<file path="src/hdl/mvsr_pkg.sv">
`timescale 1ns / 1ps

package mvsr_pkg;

    // Fixed field and register widths
    localparam int COL_CFG_W  = 9;
    localparam int ROW_CFG_W  = 13;
    localparam int SCALE_W    = 24;
    localparam int SCALE_FRAC = 16;
    localparam int CFG_IDX_W  = 2;
    localparam int CFG_DATA_W = 24;
    localparam int IDX_W      = 8;
    localparam int RESULT_W   = 32;
    localparam int ROW_IDX_W  = 12;
    localparam int ACC_W      = 40;

    localparam logic [COL_CFG_W-1:0] COL_CFG_RESET = 9'd256;
    localparam logic [ROW_CFG_W-1:0] ROW_CFG_RESET = 13'd1;
    localparam logic [SCALE_W-1:0]   SCALE_RESET   = 24'd65536;

    typedef enum logic [CFG_IDX_W-1:0] {
        CFG_COLUMN_COUNT = 2'd0,
        CFG_ROW_COUNT    = 2'd1,
        CFG_SCALE_FACTOR = 2'd2
    } cfg_index_t;

    typedef enum logic {
        FUNC_LOAD   = 1'b0,
        FUNC_MATRIX = 1'b1
    } func_t;

    // Travels with a row sum down the requant pipe
    typedef struct packed {
        logic                 valid;
        logic                 last_row;
        logic [ROW_IDX_W-1:0] row_index;
    } row_tag_t;

endpackage

</file>
<file path="src/hdl/mvsr_requant.sv">
`timescale 1ns / 1ps

module mvsr_requant (
    input  logic                                  aclk,
    input  logic                                  aresetn,
    input  logic                                  en,
    input  mvsr_pkg::row_tag_t                    in_tag,
    input  logic signed [mvsr_pkg::ACC_W-1:0]     row_sum,
    input  logic [mvsr_pkg::SCALE_W-1:0]          scale,
    output mvsr_pkg::row_tag_t                    out_tag,
    output logic signed [mvsr_pkg::RESULT_W-1:0]  result
);
    import mvsr_pkg::*;

    localparam int LO_W   = ACC_W / 2;
    localparam int HI_W   = ACC_W - LO_W;
    localparam int PROD_W = ACC_W + SCALE_W;
    localparam int R_W    = PROD_W - SCALE_FRAC;

    localparam logic [PROD_W-1:0] HALF_LSB  = PROD_W'(1) << (SCALE_FRAC - 1);
    localparam logic [R_W-1:0]    POS_LIMIT = R_W'(64'h7FFF_FFFF);
    localparam logic [R_W-1:0]    NEG_LIMIT = R_W'(64'h8000_0000);

    row_tag_t                    m_tag_reg, p_tag_reg, r_tag_reg;
    logic                        m_neg_reg, p_neg_reg, r_neg_reg;
    logic [ACC_W-1:0]            mag_reg;
    logic [LO_W+SCALE_W-1:0]     p_lo_reg;
    logic [HI_W+SCALE_W-1:0]     p_hi_reg;
    logic [PROD_W-1:0]           rounded;
    logic [R_W-1:0]              r_reg;

    // full product split in two partial products, joined with the rounding add
    assign rounded = (PROD_W'(p_hi_reg) << LO_W) + PROD_W'(p_lo_reg) + HALF_LSB;

    always_ff @(posedge aclk) begin
        if (!aresetn) begin
            m_tag_reg.valid <= 1'b0;
            p_tag_reg.valid <= 1'b0;
            r_tag_reg.valid <= 1'b0;
        end else if (en) begin
            m_tag_reg.valid <= in_tag.valid;
            p_tag_reg.valid <= m_tag_reg.valid;
            r_tag_reg.valid <= p_tag_reg.valid;
        end
        if (en) begin
            m_tag_reg.last_row  <= in_tag.last_row;
            m_tag_reg.row_index <= in_tag.row_index;
            m_neg_reg           <= row_sum[ACC_W-1];
            mag_reg             <= row_sum[ACC_W-1] ? ACC_W'(-row_sum) : ACC_W'(row_sum);

            p_tag_reg.last_row  <= m_tag_reg.last_row;
            p_tag_reg.row_index <= m_tag_reg.row_index;
            p_neg_reg           <= m_neg_reg;
            p_lo_reg            <= mag_reg[LO_W-1:0] * scale;
            p_hi_reg            <= mag_reg[ACC_W-1:LO_W] * scale;

            r_tag_reg.last_row  <= p_tag_reg.last_row;
            r_tag_reg.row_index <= p_tag_reg.row_index;
            r_neg_reg           <= p_neg_reg;
            r_reg               <= rounded[PROD_W-1:SCALE_FRAC];
        end
    end

    // saturate, then restore sign
    always_comb begin
        if (r_neg_reg) begin
            result = (r_reg > NEG_LIMIT) ? RESULT_W'(NEG_LIMIT)
                                         : -RESULT_W'(r_reg);
        end else begin
            result = (r_reg > POS_LIMIT) ? RESULT_W'(POS_LIMIT) : RESULT_W'(r_reg);
        end
    end

    assign out_tag = r_tag_reg;

endmodule

</file>
<file path="config.mk">
export PLATFORM = sky130hd
export DESIGN_NAME = mvsr_requant
export DESIGN_NICKNAME = d
export VERILOG_FILES = /design/src/hdl/mvsr_pkg.sv /design/src/hdl/mvsr_requant.sv
export SDC_FILE = /design/constraint.sdc
export NUM_CORES = 2
export LEC_CHECK = 0
export BUFFER_PORTS_ARGS = -buffer_cell sky130_fd_sc_hd__buf_4
export CELL_PAD_IN_SITES_DETAIL_PLACEMENT = 1
export CELL_PAD_IN_SITES_GLOBAL_PLACEMENT = 1
export CORE_MARGIN = 2
export CORE_UTILIZATION = 50
export CTS_BUF_LIST = sky130_fd_sc_hd__clkbuf_8
export DETAILED_ROUTE_END_ITERATION = 12
export PLACE_DENSITY_LB_ADDON = 0.1
export SLEW_MARGIN = 20
export SYNTH_ARGS = -nofsm -noshare
export SYNTH_HDL_FRONTEND = slang
export SYNTH_SLANG_ARGS = --single-unit
</file>
<file path="constraint.sdc">
create_clock -name aclk -period 10.9 [get_ports aclk]
set_clock_uncertainty 0.05 [all_clocks]
set_input_delay 2.18 -clock aclk [delete_from_list [all_inputs] [get_ports aclk]]
set_output_delay 2.18 -clock aclk [all_outputs]
set_load 0.02 [all_outputs]
</file>
* After elaboration in Yosys (flattened, before gate mapping)
Index checks and enable logic that the tools add are counted.
** Word-level totals
- Register bits :: 221
- Input port bits :: 81
- Output and inout port bits :: 46
- Logic and storage cells :: 29
** Operators by class
- $add $sub $neg :: 4
- $mul :: 2
- Magnitude comparators :: 2
- Muxes and demuxes :: 4
** Operators by type and width (number)
- $mux W32 :: 3
- $mul A20 B24 Y44 :: 2
- $add A64 B16 Y64 const B :: 1
- $add A64 B44 Y64 :: 1
- $gt A48 B31 Y1 const B :: 1
- $gt A48 B32 Y1 const B :: 1
- $neg A40 Y40 :: 1
- $mux W39 :: 1
- $neg A32 Y32 :: 1

* Depth between registers and ports, before layout
- Depth in word-level cells :: 3
- Mapped depth :: 25
- Gate-level depth less buffers :: 24

* Worst setup path after synthesis
OpenSTA, ideal clock, no wires.
- Path type :: input to register
- From :: input scale[6] (netlist name)
- To :: register p_lo_reg[38], data pin
- Library setup time :: 0.261 ns
- Arrival :: 8.529 ns
- Data required time :: 10.589 ns
- Slack :: 2.059 ns
- Stages on the path :: 22
- Path buffers :: 1
- Cell sequence :: clkbuf_1 -> and2_1 -> fa_1 -> inv_1 -> fa_1 -> fa_1 -> inv_1 -> fa_1 -> fa_1 -> fa_1 -> inv_1 -> fa_1 -> inv_1 -> ha_1 -> a21o_1 -> a21o_1 -> a31oi_1 -> nand3_1 -> o311ai_0 -> o21ai_0 -> a21o_1 -> xor2_1
** Between the ends
- Cells in the longest elaborated chain, start to end :: 1
** Ends and longest elaborated chain
- start: declaration :: RTL line mvsr_requant.sv:9 : input logic [mvsr_pkg::SCALE_W-1:0] scale,
- $mul A20 B24 Y44 :: RTL line mvsr_requant.sv:54 : p_lo_reg <= mag_reg[LO_W-1:0] * scale;
- end signal: assignment :: RTL line mvsr_requant.sv:54
- end: declaration :: RTL line mvsr_requant.sv:27 : logic [LO_W+SCALE_W-1:0] p_lo_reg;
Every way passes these cells.
A chain may end at the register's enable or synchronous reset.

* Worst setup path after layout
- From :: input scale[8] (netlist name)
- To :: register p_lo_reg[40], data pin
Same word-level chain as after synthesis.

==> metrics.md <==
| Metric | Value |
|---|---|
| Hold Buf Count CTS | `0` |
| DR iter-0 viols | `~1600` |
| TritonCTS clock tree | `built` |
| R2R setup slack | `3.07 ns` |
| Largest net degree at the start of global routing | `73` |
| Share of layout cells above drive strength 1 | `0.0517` |
| Setup violators final | `0` |
| Global route overflow | `0` |
| Number of global-route vias before repair | `about 34000` |
| DRT Pass-1 Iters | `5` |
| CP Data Required Time | `~11 ns` |
| Synth warnings | `0` |
| Seq/Total Area, Yosys | `0.148` |
| Synthesized cell area | `between 40000 and 50000 µm²` |
| DRC Markers | `0` |
| Gp weighted congestion | `roughly 0.85` |
| Clk slew on worst S/H paths | `~0.060 ns` |
| CP arrival | `9.27 ns` |
| Syn Inst Count | `4428` |
| CTS max path bufs | `3` |
| CTS sink cnt | `206` |
| Drt via density | `between 5 and 6` |
| Avg Inst Size Synth | `9.39 µm²` |
| Worst-skew pair later-pin latency | `slightly above 0.6 ns` |
| Max reg flops | `48` |
| Worst Path Buf+Inv | `8` |
| Number of setup buffers added after CTS | `0` |
| Kind of critical path | `primary input to register` |
| RSZ-0062 raised after global routing | `no` |
| #FFs+latches synth | `about 210` |
| Slew headroom | `0.240` |
| EDFF count, synth | `approximately 200` |
| Detailed-route via count | `between 30000 and 40000` |
| Commonest non-fill, non-tap cell in the layout | `inv_1` |
| First-pass GRT wire length | `approximately 190000 µm` |
| Min-Delay Startpoint | `m_tag_reg[11]` |
| Cell variety after synth | `70` |
| Global Route Usage Sum | `0.295` |
| Core area | `about 80000 µm²` |
| Resized Gates After CTS | `0` |
| Most frequent CP cell | `fa_1` |
| Layout Nets | `~5600` |
| Number of CTS-inserted buffers | `38` |
| CP Capture Type | `register` |
| Slew Viols, Final | `0` |
| Hold-critical path endpoint | `p_tag_reg[11]` |
| Hold Path Stages | `0` |
| Minimum clock period | `8.88 ns` |
| Reg2reg path depth | `23` |
| Crit start category | `primary input` |
| Top cells by area, synth | `fa_1, edfxtp_1, ha_1` |
| Die W | `~290 µm` |
| Layout Area Growth over Synthesis | `6.05%` |
| Syn Nets | `~5600` |
| Slowest cell delay on critical path | `approximately 0.71 ns` |
| Fin crit share | `0.814` |
| Family with the most delay on the worst path | `adder cells` |
| # H-tree levels | `2` |
| Initial Util | `0.506` |
| Hpwl dp | `between 90000 and 100000 µm` |
| Wire per inst | `approximately 22 µm` |
| Routed WL | `between 100000 and 150000 µm` |
| CTS Root Cell | `clkbuf_8` |
| Worst-margin pin slew | `around 1.1 ns` |
| Die height | `between 200 and 300 µm` |
| Most frequent cells in the layout | `inv_1, fa_1, nand2_1` |
| R2r endpoint | `p_hi_reg[42]` |
| Fin. Hold Viols | `0` |
| Hold crit path type | `register to register` |
| Async S/R FF share, synth | `0` |
| Reg2Reg Launch Point | `mag_reg[24]` |
| Crit-path max FO | `40` |
| Top FF cell, synth | `edfxtp_1` |
| Final-layout fill cell count | `9313` |
| Total negative slack | `0 ns` |
| Cell row count | `between 100 and 150` |
| Slowest cell on the critical path | `a2111oi_0` |
| Status | `finished, final reports clean` |
| Fmax | `between 0.1 and 0.15 GHz` |
| Total die area | `approximately 85000 µm²` |
| Max Cap Viol | `0` |
| Initial antenna violation count | `6` |
| Post-synth top area share | `0.377` |
| Synth area leader | `fa_1` |
| DRT antenna net count | `0` |
| IO Count | `approximately 130` |
| IO Port Bufs | `about 130` |
## worst max-delay path by stage
stage | endpoint | depth (start not counted) | start | slack [ns]
after global placement | p_hi_reg[42] | 24 | scale[9] | 1.52
after global routing | p_lo_reg[40] | 25 | scale[8] | 1.59
final | p_lo_reg[40] | 25 | scale[8] | 2.02
after floorplan | p_lo_reg[38] | 22 | scale[6] | 2.06
after detailed placement | p_lo_reg[40] | 25 | scale[9] | 1.38
after CTS | p_lo_reg[40] | 25 | scale[9] | 2.08
## per-layer routing
| metal | global-route usage | wire length [µm] |
|---|---|---|
| met2 | 0.484 | 56500 |
| met4 | 0.0719 | 3070 |
| met1 | 0.412 | 54500 |
| met5 | 0 | 7 |
| met3 | 0.0444 | 7370 |
## synth_stat cells, types with 4 or more instances
cell	number
or2_2	10
nor3b_1	4
o21bai_1	17
nand3_1	35
and4_1	8
a21oi_1	112
nor4_1	13
and3_1	20
a221oi_1	6
nor3_1	32
o41ai_1	13
o211ai_1	7
a211oi_1	17
or4_1	9
inv_1	918
nand2_1	559
and2_1	519
clkbuf_1	217
o21a_1	11
mux2i_1	5
a31oi_1	22
ha_1	333
a21o_1	66
fa_1	783
o2111ai_1	5
nor2b_1	19
nand2b_1	19
o21ai_0	73
or3_1	18
o311ai_0	18
nand4_1	28
xor2_1	43
o31ai_1	23
edfxtp_1	203
xnor2_1	102
o311ai_1	10
nor2_1	75
## through the flow
stage           util  setup slack, ns  cell area (µm²)  std cells  hold WS [ns]
2_1_floorplan      -             2.06            41600       4428         0.350
3_3_place_gp   0.525             1.52            43200       5423         0.353
3_5_place_dp   0.525             1.38            43200       5423         0.356
4_1_cts        0.535             2.08            44000       5489         0.370
5_1_grt        0.536             1.59            44100       5501         0.373
6_report       0.536             2.02            44100       5501         0.369
## cell families (layout without fill, tap and decap cells)
logic type / after synthesis / after routing / synth area share
AO/OA/AOI/OAI: 436 / 436 / 0.0703
XOR/XNOR: 145 / 145 / 0.0305
adder cells (fa/ha/maj): 1116 / 1116 / 0.477
buffers and inverters: 1142 / 1140 / 0.104
flip-flops: 206 / 206 / 0.148
multiplexers: 6 / 6 / 0.00147
other: 0 / 5 / 0
AND/OR/NAND/NOR: 1377 / 1377 / 0.169
## layout make-up
type,instances,area [µm²],share of cell area
clock inverter,26,240,0.00545
multi-input combinational,3080,31100,0.706
timing repair buffer,155,1230,0.0279
sequential,206,6160,0.140
antenna,5,12.5,0.000284
inverter,919,3450,0.0783
clock buffer,40,551,0.0125
tap,1070,1340,0.0304
Power is left out: the tool's default activity adds up to more than one toggle a clock period on the data nets, which glitch-free logic cannot reach.
